$ cat src/design/tlwvs_pkg.sv
// Package for the text line/word/vowel statistics block.
// Holds item types, action and result codes, sizes and character helpers.
// No dependencies.
`timescale 1ns / 1ps

package tlwvs_pkg;

  // Line buffer size: a line closes after LINE_BUFFER-1 bytes
  localparam int unsigned LINE_BUFFER = 1024;
  localparam int unsigned LINE_W      = $clog2(LINE_BUFFER);
  localparam int unsigned STORE_DEPTH = 2 * LINE_BUFFER;
  localparam int unsigned STORE_AW    = $clog2(STORE_DEPTH);
  localparam int unsigned COUNT_BITS  = 32;

  localparam logic [LINE_W-1:0] LAST_CHUNK = LINE_W'(LINE_BUFFER - 1);

  // Character codes
  localparam logic [7:0] CHR_NUL     = 8'h00;
  localparam logic [7:0] CHR_NEWLINE = 8'h0A;
  localparam logic [7:0] CHR_SPACE   = 8'h20;
  localparam logic [7:0] CHR_TAB     = 8'h09;
  localparam logic [7:0] CHR_CR      = 8'h0D;
  localparam logic [7:0] CHR_UP_A    = 8'h41;
  localparam logic [7:0] CHR_UP_Z    = 8'h5A;
  localparam logic [7:0] CHR_LOW_A   = 8'h61;
  localparam logic [7:0] CHR_LOW_E   = 8'h65;
  localparam logic [7:0] CHR_LOW_I   = 8'h69;
  localparam logic [7:0] CHR_LOW_O   = 8'h6F;
  localparam logic [7:0] CHR_LOW_U   = 8'h75;
  localparam logic [7:0] CASE_BIT    = 8'h20;

  typedef enum logic [1:0] {
    ACT_BYTE = 2'd0,
    ACT_END  = 2'd1,
    ACT_READ = 2'd2
  } action_e;

  typedef enum logic {
    KIND_STATS = 1'b0,
    KIND_BYTE  = 1'b1
  } kind_e;

  typedef struct packed {
    logic [1:0] action;
    logic [7:0] data_byte;
    logic [9:0] read_index;
  } in_item_t;

  typedef struct packed {
    logic                  kind;
    logic [COUNT_BITS-1:0] line_count;
    logic [COUNT_BITS-1:0] word_count;
    logic [COUNT_BITS-1:0] vowel_count;
    logic [9:0]            longest_length;
    logic [7:0]            line_byte;
  } out_item_t;

  // Line store access request from the statistics unit
  typedef struct packed {
    logic                wr_en;
    logic [STORE_AW-1:0] wr_addr;
    logic [7:0]          wr_data;
    logic                rd_en;
    logic [STORE_AW-1:0] rd_addr;
  } store_req_t;

  function automatic logic [COUNT_BITS-1:0] sat_inc(input logic [COUNT_BITS-1:0] v);
    return (v == '1) ? v : v + 1'b1;
  endfunction

  function automatic logic is_space(input logic [7:0] b);
    return (b == CHR_SPACE) || ((b >= CHR_TAB) && (b <= CHR_CR));
  endfunction

  function automatic logic is_vowel(input logic [7:0] b);
    logic [7:0] c;
    c = ((b >= CHR_UP_A) && (b <= CHR_UP_Z)) ? (b | CASE_BIT) : b;
    return (c == CHR_LOW_A) || (c == CHR_LOW_E) || (c == CHR_LOW_I) ||
           (c == CHR_LOW_O) || (c == CHR_LOW_U);
  endfunction

endpackage

$ cat src/design/tlwvs_stats.sv
// Statistics unit: line/word/vowel counters, line tracking and longest-line
// bookkeeping, plus line store write and read requests. Uses tlwvs_pkg.
`timescale 1ns / 1ps

module tlwvs_stats import tlwvs_pkg::*; (
  input  logic       clk_i,
  input  logic       rst_ni,
  input  logic       step_i,
  input  in_item_t   item_i,
  output store_req_t store_req_o,
  output out_item_t  result_o,
  output logic       byte_ok_o
);

  logic                  best_bank_q, best_bank_d;
  logic [LINE_W-1:0]     chunk_q, chunk_d;
  logic [LINE_W-1:0]     kept_q, kept_d;
  logic                  nul_q, nul_d;
  logic                  in_word_q, in_word_d;
  logic [COUNT_BITS-1:0] lines_q, lines_d;
  logic [COUNT_BITS-1:0] words_q, words_d;
  logic [COUNT_BITS-1:0] vowels_q, vowels_d;
  logic [LINE_W-1:0]     best_len_q, best_len_d;
  logic                  text_done_q, text_done_d;

  logic [LINE_W-1:0]     best_eff;
  logic [LINE_W-1:0]     chunk_n;
  logic                  close_line;
  logic [7:0]            b;

  assign b        = item_i.data_byte;
  assign best_eff = text_done_q ? '0 : best_len_q;
  assign chunk_n  = chunk_q + 1'b1;

  // Next state, store requests and result fields
  always_comb begin
    best_bank_d = best_bank_q;
    chunk_d     = chunk_q;
    kept_d      = kept_q;
    nul_d       = nul_q;
    in_word_d   = in_word_q;
    lines_d     = lines_q;
    words_d     = words_q;
    vowels_d    = vowels_q;
    best_len_d  = best_len_q;
    text_done_d = text_done_q;
    close_line  = 1'b0;
    store_req_o = '0;
    result_o    = '0;
    byte_ok_o   = 1'b0;

    unique case (item_i.action)
      ACT_BYTE: begin
        text_done_d = 1'b0;
        best_len_d  = best_eff;
        chunk_d     = chunk_n;
        if (b == CHR_NEWLINE) begin
          close_line = 1'b1;
        end else begin
          if (!nul_q) begin
            if (b == CHR_NUL) begin
              nul_d = 1'b1;
            end else begin
              store_req_o.wr_en   = step_i;
              store_req_o.wr_addr = {~best_bank_q, kept_q};
              store_req_o.wr_data = b;
              kept_d = kept_q + 1'b1;
              if (is_vowel(b)) begin
                vowels_d = sat_inc(vowels_q);
              end
              if (is_space(b)) begin
                in_word_d = 1'b0;
              end else if (!in_word_q) begin
                words_d   = sat_inc(words_q);
                in_word_d = 1'b1;
              end
            end
          end
          if (chunk_n >= LAST_CHUNK) begin
            close_line = 1'b1;
          end
        end
        // Close the line; strictly longer lines take over
        if (close_line) begin
          lines_d = sat_inc(lines_q);
          if (kept_d > best_eff) begin
            best_len_d  = kept_d;
            best_bank_d = ~best_bank_q;
          end
          chunk_d   = '0;
          kept_d    = '0;
          nul_d     = 1'b0;
          in_word_d = 1'b0;
        end
      end
      ACT_END: begin
        best_len_d = best_eff;
        lines_d    = lines_q;
        // Close a partial line first
        if (chunk_q != '0) begin
          lines_d = sat_inc(lines_q);
          if (kept_q > best_eff) begin
            best_len_d  = kept_q;
            best_bank_d = ~best_bank_q;
          end
          chunk_d   = '0;
          kept_d    = '0;
          nul_d     = 1'b0;
          in_word_d = 1'b0;
        end
        result_o.kind           = KIND_STATS;
        result_o.line_count     = lines_d;
        result_o.word_count     = words_q;
        result_o.vowel_count    = vowels_q;
        result_o.longest_length = 10'(best_len_d);
        lines_d     = '0;
        words_d     = '0;
        vowels_d    = '0;
        text_done_d = 1'b1;
      end
      ACT_READ: begin
        result_o.kind           = KIND_BYTE;
        result_o.longest_length = 10'(best_len_q);
        if (item_i.read_index < 10'(best_len_q)) begin
          byte_ok_o           = 1'b1;
          store_req_o.rd_en   = step_i;
          store_req_o.rd_addr = {best_bank_q, LINE_W'(item_i.read_index)};
        end
      end
      default: begin
      end
    endcase
  end

  // State registers, updated once per processed item
  always_ff @(posedge clk_i or negedge rst_ni) begin
    if (!rst_ni) begin
      best_bank_q <= 1'b0;
      chunk_q     <= '0;
      kept_q      <= '0;
      nul_q       <= 1'b0;
      in_word_q   <= 1'b0;
      lines_q     <= '0;
      words_q     <= '0;
      vowels_q    <= '0;
      best_len_q  <= '0;
      text_done_q <= 1'b0;
    end else if (step_i) begin
      best_bank_q <= best_bank_d;
      chunk_q     <= chunk_d;
      kept_q      <= kept_d;
      nul_q       <= nul_d;
      in_word_q   <= in_word_d;
      lines_q     <= lines_d;
      words_q     <= words_d;
      vowels_q    <= vowels_d;
      best_len_q  <= best_len_d;
      text_done_q <= text_done_d;
    end
  end

  // Visible bytes never outrun bytes taken into the line
  a_kept_le_chunk: assert property (@(posedge clk_i) disable iff (!rst_ni)
    kept_q <= chunk_q)
    else $error("visible count exceeds line byte count");

  // A full line must have been closed
  a_chunk_bound: assert property (@(posedge clk_i) disable iff (!rst_ni)
    chunk_q < LAST_CHUNK)
    else $error("line byte count reached the line limit");

  // Counters are cleared once a text is closed
  a_done_clear: assert property (@(posedge clk_i) disable iff (!rst_ni)
    text_done_q |-> (lines_q == '0 && words_q == '0 && vowels_q == '0))
    else $error("counters not cleared after end of text");

endmodule
$ cat config.mk
export PLATFORM = sky130hd
export DESIGN_NAME = tlwvs_stats
export DESIGN_NICKNAME = d
export VERILOG_FILES = /design/src/design/tlwvs_pkg.sv /design/src/design/tlwvs_stats.sv
export SDC_FILE = /design/constraint.sdc
export NUM_CORES = 1
export LEC_CHECK = 0
export BUFFER_PORTS_ARGS = -buffer_cell sky130_fd_sc_hd__buf_2
export CAP_MARGIN = 0
export CORE_ASPECT_RATIO = 0.9
export CORE_MARGIN = 5
export CORE_UTILIZATION = 35
export DETAILED_ROUTE_END_ITERATION = 8
export GPL_TIMING_DRIVEN = 0
export PLACE_DENSITY_LB_ADDON = 0.1
export SYNTH_ARGS = -nofsm -noshare
export SYNTH_HDL_FRONTEND = slang
export SYNTH_SLANG_ARGS = --single-unit
$ cat constraint.sdc
create_clock -name clk_i -period 3.4 [get_ports clk_i]
set_input_delay 0.68 -clock clk_i [delete_from_list [all_inputs] [get_ports clk_i]]
set_output_delay 0.68 -clock clk_i [all_outputs]
set_load 0.02 [all_outputs]
== Word-level counts from Yosys, hierarchy flattened ==
Index checks and enable logic that the tools add are counted.
Operators by class
  mux-type cells: 65
  reductions and logical operators: 19
  magnitude comparators: 8
  eq/ne operators: 27
  bitwise operators: 1
  add/subtract/negate cells: 5
Operators by type and width (count)
  $mux W32: 14
  $pmux W32 S2: 3
  $mux W10: 12
  $add A32 B1 Y32 const B: 3
  $eq A32 B32 Y1 const B: 3
  $mux W96: 1
  $mux W20: 4
  $pmux W10 S2: 4
  $eq A8 B7 Y1 const B: 5
  $mux W12: 2
  $ne A2 B2 Y1 const B: 12
  $add A10 B1 Y10 const B: 2
  $gt A10 B10 Y1: 2
  $mux W1: 20
  $reduce_and A6 Y1: 2
  $ge A10 B10 Y1 const B: 1
  $lt A10 B10 Y1: 1
  $reduce_bool A10 Y1: 1
  $ne A3 B3 Y1 const B: 3
  $eq A8 B4 Y1 const B: 1
  $eq A8 B6 Y1 const B: 1
  $ge A8 B4 Y1 const B: 1
  $ge A8 B7 Y1 const B: 1
  $le A8 B4 Y1 const B: 1
  16 further kinds: 25
Storage, ports and cells
  output and inout bits: 148
  logic and storage cells: 135
  register bits after elaboration: 130
  bits of input ports: 23

== Depth between registers and ports, before layout ==
Gate-level depths: netlist of run 1.
  depth after elaboration: 13
  mapped depth: 17
  depth with buffers taken out: 14

== Worst setup path after synthesis of run 1 ==
No wires, ideal clock.
  path type: input-to-reg
  start point: input item_i[14] in the netlist's numbering
  end point: register best_len_q[9]
  cell stages on the path: 15
  buffers on the path: 1
  slack: -0.375 ns
  data required time: 3.274 ns
  setup time: 0.126 ns
  arrival: 3.649 ns
  cell sequence: or3_1 o31a_1 buf_2 and4_1 nand3_1 xor2_1 inv_1 ha_1 nand2_1 o21a_1 a32o_1 a21oi_1 o211a_1 o21ai_2 a221o_1
On the way
  cells in the longest elaborated chain, start to end: 9
  elaborated cells between the ends (all ways): 12
  classes of those cells: 1 x order compare; 1 x eq/ne; 9 x mux; 1 x reduce/logical
RTL lines
  start, declared: RTL line tlwvs_stats.sv:9  | input in_item_t item_i,
  $logic_not A8 Y1: RTL line tlwvs_stats.sv:61  | if (b == CHR_NUL) begin
  $mux W10: RTL line tlwvs_stats.sv:61
  $mux W10: RTL line tlwvs_stats.sv:60  | if (!nul_q) begin
  $mux W10: RTL line tlwvs_stats.sv:57  | if (b == CHR_NEWLINE) begin
  $mux W10: RTL line tlwvs_stats.sv:52  | unique case (item_i.action)
  $gt A10 B10 Y1: RTL line tlwvs_stats.sv:86  | if (kept_d > best_eff) begin
  $mux W10: RTL line tlwvs_stats.sv:86
  $mux W10 (*): RTL line tlwvs_stats.sv:84  | if (close_line) begin
  $pmux W10 S2 (*): RTL line tlwvs_stats.sv:52
  end signal, assigned: RTL line tlwvs_stats.sv:157  | best_len_q <= best_len_d;
  end, declared: RTL line tlwvs_stats.sv:23  | logic [LINE_W-1:0] best_len_q, best_len_d;
Every way passes the cells marked *; elsewhere a longest branch is shown, timed or not. The select of a mux whose other input is x is not followed.
A chain may end at the register's enable or synchronous reset.

==> results of run 1 <==
## kinds of logic after synthesis
logic type / Yosys count / share of synthesized area (%)
buffers and inverters: 133 / 5.93
and+or+nand+nor: 637 / 33.0
other: 1 / 0.0375
muxes: 10 / 1.05
adders and majority gates: 40 / 5.00
AOI/OAI and AO/OA: 281 / 18.3
xor gates and xnor gates: 48 / 4.20
DFF: 130 / 32.5
## Yosys cell counts (all sizes together), types with 14 or more instances
| library cell | number | share of area (%) |
|---|---|---|
| a21oi | 69 | 3.5 |
| a22o | 24 | 2.1 |
| a31oi | 14 | 0.88 |
| and2 | 87 | 5.4 |
| and3 | 31 | 1.9 |
| buf | 32 | 2.1 |
| clkbuf | 63 | 2.4 |
| dfrtp | 130 | 33 |
| ha | 40 | 5.0 |
| inv | 38 | 1.4 |
| nand2 | 163 | 6.2 |
| nand2b | 14 | 0.88 |
| nand3 | 78 | 3.9 |
| nand4 | 36 | 2.3 |
| nor2 | 95 | 3.6 |
| nor3 | 42 | 2.2 |
| nor4 | 36 | 2.4 |
| o21ai | 95 | 4.9 |
| xnor2 | 25 | 2.2 |
| xor2 | 23 | 2.0 |
## what timing repair did
item                                    CTS  global route
hold buffers                              0             0
resized for setup                       147            54
setup buffers                            30            15
gates cloned                              4             0
endpoints found under the setup margin  132            75
pin swaps                                49            14
## cells in the final DEF (no fill, tap or decap), types with 8 or more instances in the layout
cell and count:
dfrtp_2 21, buf_4 58, o211ai_1 9, a21oi_1 64, or4_1 8, clkbuf_16 17
buf_6 25, and3_1 25, dfrtp_1 109, clkbuf_2 14, nand3_1 70, o21ai_0 70
nand4_1 36, conb_1 8, buf_2 149, clkbuf_1 30, nand2b_4 9, and2_1 85
xnor2_1 25, inv_1 37, a31oi_1 10, a22o_1 24, ha_1 30, nor4_1 30
o21ai_1 21, or3_1 10, nand2_1 160, nor3_1 37, ha_4 8, xor2_1 19
a221o_1 12, nor2_1 89
## report_power, final
part / internal [mW] / leakage [nW] / switching, mW
Sequential: 1.75 / 1.43 / 0.296
Combinational: 1.03 / 4.01 / 1.52
Clock: 1.09 / 0.274 / 0.776
Total: 3.87 / 5.71 / 2.60
## area by class of cell
cell class                 instances  area (um^2)
fill                            2782        15100
buffer                            80          490
clock inverter                    12          136
clock buffer                      18          439
multi-input combinational       1026         6770
sequential                       130         3280
timing repair buffer             207         1280
inverter                          38          143
tap                              360          450
## registers in the layout (all words and copies together) (netlist names)
name and flops:
lines_q 32, text_done_q 1, in_word_q 1, chunk_q 10, words_q 32, nul_q 1, kept_q 10, best_len_q 10
vowels_q 32, best_bank_q 1
## worst paths after layout
path / to / cells after the start / slack (ps)
max: result_o[12] / 11 / -230
min: best_len_q[4]$_DFFE_PN0P_ / 1 / 180
max reg2reg: best_len_q[6]$_DFFE_PN0P_ / 19 / -220
min reg2reg: in_word_q$_DFFE_PN0P_ / 1 / 510
max in group asynchronous: lines_q[3]$_DFFE_PN0P_ / 2 / 2370
min in group clk_i: in_word_q$_DFFE_PN0P_ / 1 / 510
## stage by stage
stage | power, mW | std cells | cell area (um^2) | setup slack, ps | hold WS, ps
after floorplan | 3.48 | 1287 | 10100 | -263 | 384
after global placement | 4.15 | 1807 | 11300 | -1020 | 492
after detailed placement | 4.17 | 1808 | 11400 | -954 | 494
after CTS | 6.38 | 1858 | 12700 | -130 | 204
after global routing | 6.83 | 1871 | 13000 | -295 | 218
final | 6.47 | 1871 | 13000 | -226 | 177
## layer usage
metal | vias to the layer above | track usage, % | wire length, um
met5 | - | 0 | 0
met4 | 0 | 5.36 | 539
met3 | 38 | 3.69 | 2380
met2 | 418 | 34.9 | 16400
met1 | 5066 | 33.1 | 17600
li1 | 5047 | - | -
## worst register-to-register path, cell delays in order (launching register included)
cell and delay [ps]:
dfrtp_2 450, buf_8 150, nand2b_4 150, ha_4 240, nand4_1 170, a21oi_2 70, a2111oi_4 400, o21ai_2 160
buf_4 160, buf_4 120, buf_4 120, buf_4 120, buf_4 120, buf_4 120, buf_4 120, buf_4 120
buf_6 100, o211a_4 150, o21ai_4 270, a221o_1 230
==> results.yml, run 1 <==
timing:
  max_freq_mhz: 276
  fin_crit_ps: 3630
  hold_viol_final: 0
  slew_violations: 0
  fin_crit_sh_pct: 107
  skew_ps: 11.7
  fin_tns_setup_ps: -3670
  worst_slack_ps: -226
  tightest_slew_ps: 1020
  rsz0062_at_grt: "yes"
  max_slew_margin_pct: 31.3
  setup_viol: 20
worst_hold_path:
  hp-class: "input port to async pin"
power:
  irDropWorstVdd_mv: 0.367
  p_leak_nw: 5.71
  powerDensity_mw_per_mm2: 498
grt:
  grt_max_degree: 88
  grt.total_usage_pct: 22.5
  overflow: 0
  grt_pass1_vias: 9965
  grt_pass1_wl_mm: 57.7
  antenna_found_initial: 0
worst_setup_path:
  path_cells: "buf_8 > nand2b_4 > ha_4 > nand2_2 > o211ai_1 > o311ai_2 > o21ai_2 > nor2_4 > o21a_4 > a22o_1 > buf_6"
  cp.required_ps: 2720
  crit_path_start_kind: "flip-flop"
  worstReg2RegStart: "text_done_q$_DFFE_PN0P_"
  cp.arrival_ps: 2950
  crit_path_top_delay_cell: "dfrtp_2"
  critical_path.max_fanout: 5
  path_class: "flip-flop to output port"
  crit_buf_inv: 2
  startpoint: "text_done_q$_DFFE_PN0P_"
  slowest_delay_ps: 450
  endpoint_kind: "output port"
  crit_family: "compound AO/OA/AOI/OAI gates"
drt:
  wirelength_mm: 36.9
  post_drt_wl_per_cell_um: 19.7
  route.detailed.drc: 0
  ant_nets: 0
  first_iter_violations: 939
  vias_per_cell: 5.65
  via_count: 10569
  firstDrtPassIters: 9
cts:
  cts_root_buf: "clkbuf_16"
  clock_path_buffers: 2
  clk_latency_ps: 440
  numCtsBuffers: 17
  htreeDepth: 4
  cts.sinks: 130
  path_clk_slew_ps: 60
  cts_tree: "built"
layout:
  drive_above_1_share_pct: 26.9
  area_delta_synth_final_pct: 29.8
  final_nets: 1563
  diodes: 0
  finish.utilization_pct: 46.2
floorplan:
  die_x_um: 188
  core_mm2: 0.0281
  initial_utilization_pct: 35.6
  io_pins: 171
  die_area_mm2: 0.0321
  rows: 58
  die-height_um: 170
placed_design:
  place.gp.congestion: 0.863
  place_hpwl_mm: 25.7
  io_buffers: 160
synthesis:
  synth_cell_types: 71
  netlist_instances: 1280
  synth-seq-cells: 130
  netlist_area_mm2: 0.0100
  ys_async_sr_fraction_pct: 100
  ys_seq_area_share_pct: 32.5
  yosysWarningCount: 0
  synth_ff_type: "dfrtp_1"
  avgSynthCellArea_um2: 7.82
  synth-edff-count: 0
run_status:
  violations: "negative setup slack"
  status: "finished with violations"
flow_run:
  maxCapViolCount: 0
Power figures use the tool's default switching activity.
==> run 2, diff against run 1 <==
--- a/config.mk
+++ b/config.mk
@@ -9,7 +9,7 @@
 export CAP_MARGIN = 0
 export CORE_ASPECT_RATIO = 0.9
 export CORE_MARGIN = 5
-export CORE_UTILIZATION = 35
+export CORE_UTILIZATION = 42
 export DETAILED_ROUTE_END_ITERATION = 8
 export GPL_TIMING_DRIVEN = 0
 export PLACE_DENSITY_LB_ADDON = 0.1
==> run 2 against run 1 <==
The run still ends with negative setup slack left. Routed wire length is 3.0% lower. Setup slack better by 69 ps. Sequential power hardly changed. Largest cell class unchanged. Largest power group unchanged.
==> results.yml, run 2 (synthesis gave the netlist of run 1 again) <==
layout:
  fillers: 2251
  final_nets: 1570
  reg.largest.list: "lines_q: 32 flops, vowels_q: 32 flops, words_q: 32 flops"
  diodes: 0
  stdcell_count: 1821
  final_cell_mix: "nand2_1, buf_2, dfrtp_1"
  drive_above_1_share_pct: 27.4
  finish.utilization_pct: 55.2
  final_common_cell: "nand2_1"
  area_delta_synth_final_pct: 29.2
  finish.instance_area_mm2: 0.0129
cts:
  ctsHoldBuffers: 0
  cts_root_buf: "clkbuf_16"
  cts_tree: "built"
  numCtsBuffers: 17
  path_clk_slew_ps: 60
  htreeDepth: 4
  clk_latency_ps: 450
  clock_path_buffers: 2
  cts.sinks: 130
placed_design:
  post_dp_cell_area_mm2: 0.0113
  place.gp.congestion: 0.901
  io_buffers: 160
  pre_cts_slack_ps: -942
  dp.cells: 1750
  place_hpwl_mm: 24.6
run_status:
  status: "finished with violations"
  violations: "negative setup slack"
worst_setup_path:
  crit_family: "buffers and inverters"
  cp.arrival_ps: 3930
  r2r-end: "best_len_q[9]$_DFFE_PN0P_"
  path_cells: "buf_8 > nand2b_4 > ha_4 > nand4_1 > buf_4 > o311ai_2 > o21ai_2 > buf_4 > buf_4 > buf_4 > buf_4 > buf_4 > buf_4 > buf_4 > buf_4 > buf_4 > o211a_4 > o21ai_4 > a221o_1"
  path_class: "flip-flop to flip-flop"
  critical_path.max_fanout: 5
  worstReg2RegStart: "text_done_q$_DFFE_PN0P_"
  slowest_delay_ps: 430
  crit_buf_inv: 11
  r2r_cells: 19
  reg2reg_slack_ps: -160
  endpoint_kind: "flip-flop"
  crit_path_top_delay_cell: "dfrtp_1"
  cp_common_cell: "buf_4"
  cp.required_ps: 3780
  crit_path_start_kind: "flip-flop"
floorplan:
  initial_utilization_pct: 42.7
  die_x_um: 173
  die-height_um: 156
  die_area_mm2: 0.0270
  io_pins: 171
  core_mm2: 0.0234
  rows: 53
drt:
  first_iter_violations: 970
  route.detailed.drc: 0
  via_count: 10604
  post_drt_wl_per_cell_um: 19.7
  ant_nets: 0
  wirelength_mm: 35.8
  firstDrtPassIters: 8
  vias_per_cell: 5.82
timing:
  slew_violations: 0
  max_slew_margin_pct: 36.4
  skew_ps: 12.5
  hold_viol_final: 0
  fin_crit_sh_pct: 105
  tightest_slew_ps: 955
  holdWs_ps: 198
  max_freq_mhz: 281
  fin_tns_setup_ps: -2430
  fin_crit_ps: 3560
  rsz0062_at_grt: "yes"
  setup_viol: 20
  worst_slack_ps: -157
power:
  irDropWorstVdd_mv: 0.316
  powerDensity_mw_per_mm2: 496
  p_total_mw: 6.41
  p_leak_nw: 5.75
grt:
  grt_max_degree: 81
  grt_pass1_wl_mm: 57.2
  grt.total_usage_pct: 26.1
  grt_pass1_vias: 10040
  antenna_found_initial: 1
  overflow: 0
worst_hold_path:
  hp-class: "input port to async pin"
flow_run:
  maxCapViolCount: 0
## run 2: cell type report
cell class	instances	area, um^2	area share, %
inverters	38	143	1.10
repair buffers	212	1320	10.2
flip-flops and latches	130	3270	25.3
plain buffers	82	489	3.78
clock buffers	17	425	3.29
well taps	302	378	2.92
clock inverters	14	109	0.842
multi-input cells	1026	6800	52.6
## run 2: report_power, final
| part | leakage (nW) | switching [mW] | internal (mW) |
|---|---|---|---|
| Clock | 0.254 | 0.805 | 0.936 |
| Combinational | 4.06 | 1.55 | 1.08 |
| Sequential | 1.44 | 0.293 | 1.75 |
| Total | 5.75 | 2.64 | 3.77 |
## run 2: how the worst max path moves through the flow
stage          depth (start not counted)                    start                   endpoint  slack, ps
2_1_floorplan                         15               item_i[10]  best_len_q[9]$_DFFE_PN0P_       -260
3_3_place_gp                          12  text_done_q$_DFFE_PN0P_               result_o[15]       -920
3_5_place_dp                          12  text_done_q$_DFFE_PN0P_               result_o[15]       -940
4_1_cts                               11  text_done_q$_DFFE_PN0P_               result_o[10]       -110
5_1_grt                               19  text_done_q$_DFFE_PN0P_  best_len_q[9]$_DFFE_PN0P_       -250
6_report                              19  text_done_q$_DFFE_PN0P_  best_len_q[9]$_DFFE_PN0P_       -160
## run 2: routing by layer
layer | up-vias | share of wire, % | GRT usage, % | wire length, um
met5 | - | 0.020 | 0 | 7
met3 | 59 | 6.9 | 4.64 | 2480
met2 | 388 | 45 | 40.2 | 16000
li1 | 5078 | - | - | -
met1 | 5077 | 46 | 37.9 | 16600
met4 | 2 | 1.9 | 7.30 | 690
## run 2: timing repair
item / in CTS / in global routing
pin swaps: 43 / 18
buffers inserted: 35 / 18
resized for setup: 135 / 64
endpoints found under the setup margin: 132 / 105
gates cloned: 3 / 0
==> run 3, diff against run 2 <==
--- a/config.mk
+++ b/config.mk
@@ -7,9 +7,11 @@
 export LEC_CHECK = 0
 export BUFFER_PORTS_ARGS = -buffer_cell sky130_fd_sc_hd__buf_2
 export CAP_MARGIN = 0
+export CELL_PAD_IN_SITES_DETAIL_PLACEMENT = 1
+export CELL_PAD_IN_SITES_GLOBAL_PLACEMENT = 1
 export CORE_ASPECT_RATIO = 0.9
 export CORE_MARGIN = 5
-export CORE_UTILIZATION = 42
+export CORE_UTILIZATION = 38
 export DETAILED_ROUTE_END_ITERATION = 8
 export GPL_TIMING_DRIVEN = 0
 export PLACE_DENSITY_LB_ADDON = 0.1
==> run 3 against run 2 <==
The flow still finishes with violations (negative setup slack). Maximum frequency fell by 1.6%. Clock skew fell by 1.5 ps. Sequential share of layout area fell by 0.17 points. Routed wire length rose by 11%. Sequential cell count did not move. Total power rose by 2.7%. Die area rose by 9.9%. Critical path depth fell by 8. Register-to-register slack improved by 60 ps. Global-route usage fell by 0.17 points. Worst hold slack improved by 38 ps.
==> results.yml, run 3 (synthesis gave the netlist of run 1 again) <==
run_status:
  status: "finished with violations"
  violations: "negative setup slack"
worst_setup_path:
  slowest_delay_ps: 450
  path_class: "flip-flop to output port"
  cp.required_ps: 2720
  endpoint_kind: "output port"
  critical_path.max_fanout: 5
  cp.arrival_ps: 2930
  path_cells: "buf_8 > nand2b_4 > ha_4 > nand2_1 > o211ai_1 > o311ai_2 > o21ai_4 > nor2_4 > o21a_4 > a22o_1 > buf_6"
  crit_path_top_delay_cell: "dfrtp_2"
  crit_path_start_kind: "flip-flop"
timing:
  rsz0062_at_grt: "yes"
  max_slew_margin_pct: 31.9
  tightest_slew_ps: 1020
  skew_ps: 11.0
  hold_viol_final: 0
  setup_viol: 20
  fin_crit_ps: 3610
  slew_violations: 0
  worst_slack_ps: -215
  fin_crit_sh_pct: 106
  fin_tns_setup_ps: -3340
  max_freq_mhz: 277
cts:
  ctsHoldBuffers: 0
  htreeDepth: 4
  numCtsBuffers: 17
  clk_latency_ps: 440
  cts_tree: "built"
  cts_root_buf: "clkbuf_16"
  path_clk_slew_ps: 70
  cts.sinks: 130
  clock_path_buffers: 2
grt:
  overflow: 0
  grt_pass1_vias: 10798
  grt_pass1_wl_mm: 61.3
  grt_max_degree: 69
  grt.total_usage_pct: 25.9
  antenna_found_initial: 1
floorplan:
  core_mm2: 0.0260
  die_area_mm2: 0.0297
  die-height_um: 164
  initial_utilization_pct: 38.5
  io_pins: 171
  die_x_um: 181
  rows: 56
worst_hold_path:
  hp-class: "input port to async pin"
power:
  irDropWorstVdd_mv: 0.368
  seq_power_share_pct: 31.1
  p_leak_nw: 5.74
  combPwrFrac_pct: 40.2
  p_sw_mw: 2.74
  p_sw_share_pct: 41.6
  powerDensity_mw_per_mm2: 505
  p_total_mw: 6.59
  intPower_mw: 3.85
  clkPwrFrac_pct: 28.7
placed_design:
  place.gp.congestion: 0.839
  place_hpwl_mm: 27.2
  io_buffers: 160
drt:
  post_drt_wl_per_cell_um: 21.3
  ant_nets: 0
  via_count: 10825
  firstDrtPassIters: 5
  vias_per_cell: 5.80
  route.detailed.drc: 0
  first_iter_violations: 777
  wirelength_mm: 39.7
layout:
  final_cell_mix: "nand2_1, buf_2, dfrtp_1"
  multiInputGateArea_mm2: 0.00680
  reg.largest.list: "lines_q: 32 flops, vowels_q: 32 flops, words_q: 32 flops"
  area_delta_synth_final_pct: 30.3
  diodes: 0
  final_common_cell: "nand2_1"
  fillers: 3202
  drive_above_1_share_pct: 27.6
  seqCellArea_mm2: 0.00327
  final_nets: 1567
flow_run:
  maxCapViolCount: 0
[run 3: metrics by stage]
stage	worst slack (ps)	std cells	utilization (%)	hold WS [ps]	instance area [um^2]
after floorplan	-263	1287	-	384	10100
after global placement	-1080	1795	43.5	487	11300
after detailed placement	-1160	1796	43.6	482	11300
after CTS	-195	1849	49.0	270	12700
after global routing	-305	1865	50.1	286	13000
final	-215	1865	50.1	236	13000
[run 3: worst max-delay path, delay by kind of cell, from the launching register on]
kind	cells	cell delay, ps
AOI/OAI and AO/OA	5	1130
DFF	1	450
and+or+nand+nor	3	330
buffers and inverters	2	290
adders and majority gates	1	290
[run 3: layout make-up]
class,count,share of cell area (%)
Tap cell,348,3.34
Clock inverter,14,1.08
Buffer,80,3.82
Clock buffer,18,3.37
Timing Repair Buffer,211,10.0
Multi-Input combinational cell,1026,52.1
Sequential cell,130,25.1
Inverter,38,1.09
[run 3: per-layer routing]
layer  vias to the layer above  global-route usage (%)  wire, um
li1                       5067                       -         -
met1                      5410                    35.9     18300
met2                       296                    42.9     18700
met3                        50                    4.30      2100
met4                         2                    5.97       631
met5                         -                       0        11
[run 3: final timing paths]
kind                                          from                   endpoint  slack, ps  cells after the start
min                                         rst_ni  best_len_q[3]$_DFFE_PN0P_        240                      1
max                        text_done_q$_DFFE_PN0P_               result_o[13]       -210                     11
max in group asynchronous                   rst_ni   vowels_q[27]$_DFFE_PN0P_       2350                      2
max reg2reg                  kept_q[2]$_DFFE_PN0P_  best_len_q[0]$_DFFE_PN0P_       -100                     15
min reg2reg                  in_word_q$_DFFE_PN0P_      in_word_q$_DFFE_PN0P_        520                      1
min in group clk_i           in_word_q$_DFFE_PN0P_      in_word_q$_DFFE_PN0P_        520                      1
[run 3: repair_timing]
item	4_1_cts	5_1_grt
gates cloned	3	1
pin swaps	39	22
setup endpoints to repair	133	100
gates resized for setup	147	55
setup buffers	29	19
[run 3: power by group through the flow]
stage / clock network (mW) / registers [mW] / logic, mW
after floorplan: 0 / 1.95 / 1.53
after detailed placement: 0 / 2.05 / 2.16
after global routing: 1.98 / 2.09 / 2.88
final: 1.89 / 2.05 / 2.65
after global placement: 0 / 2.04 / 2.10
after CTS: 1.92 / 2.04 / 2.52
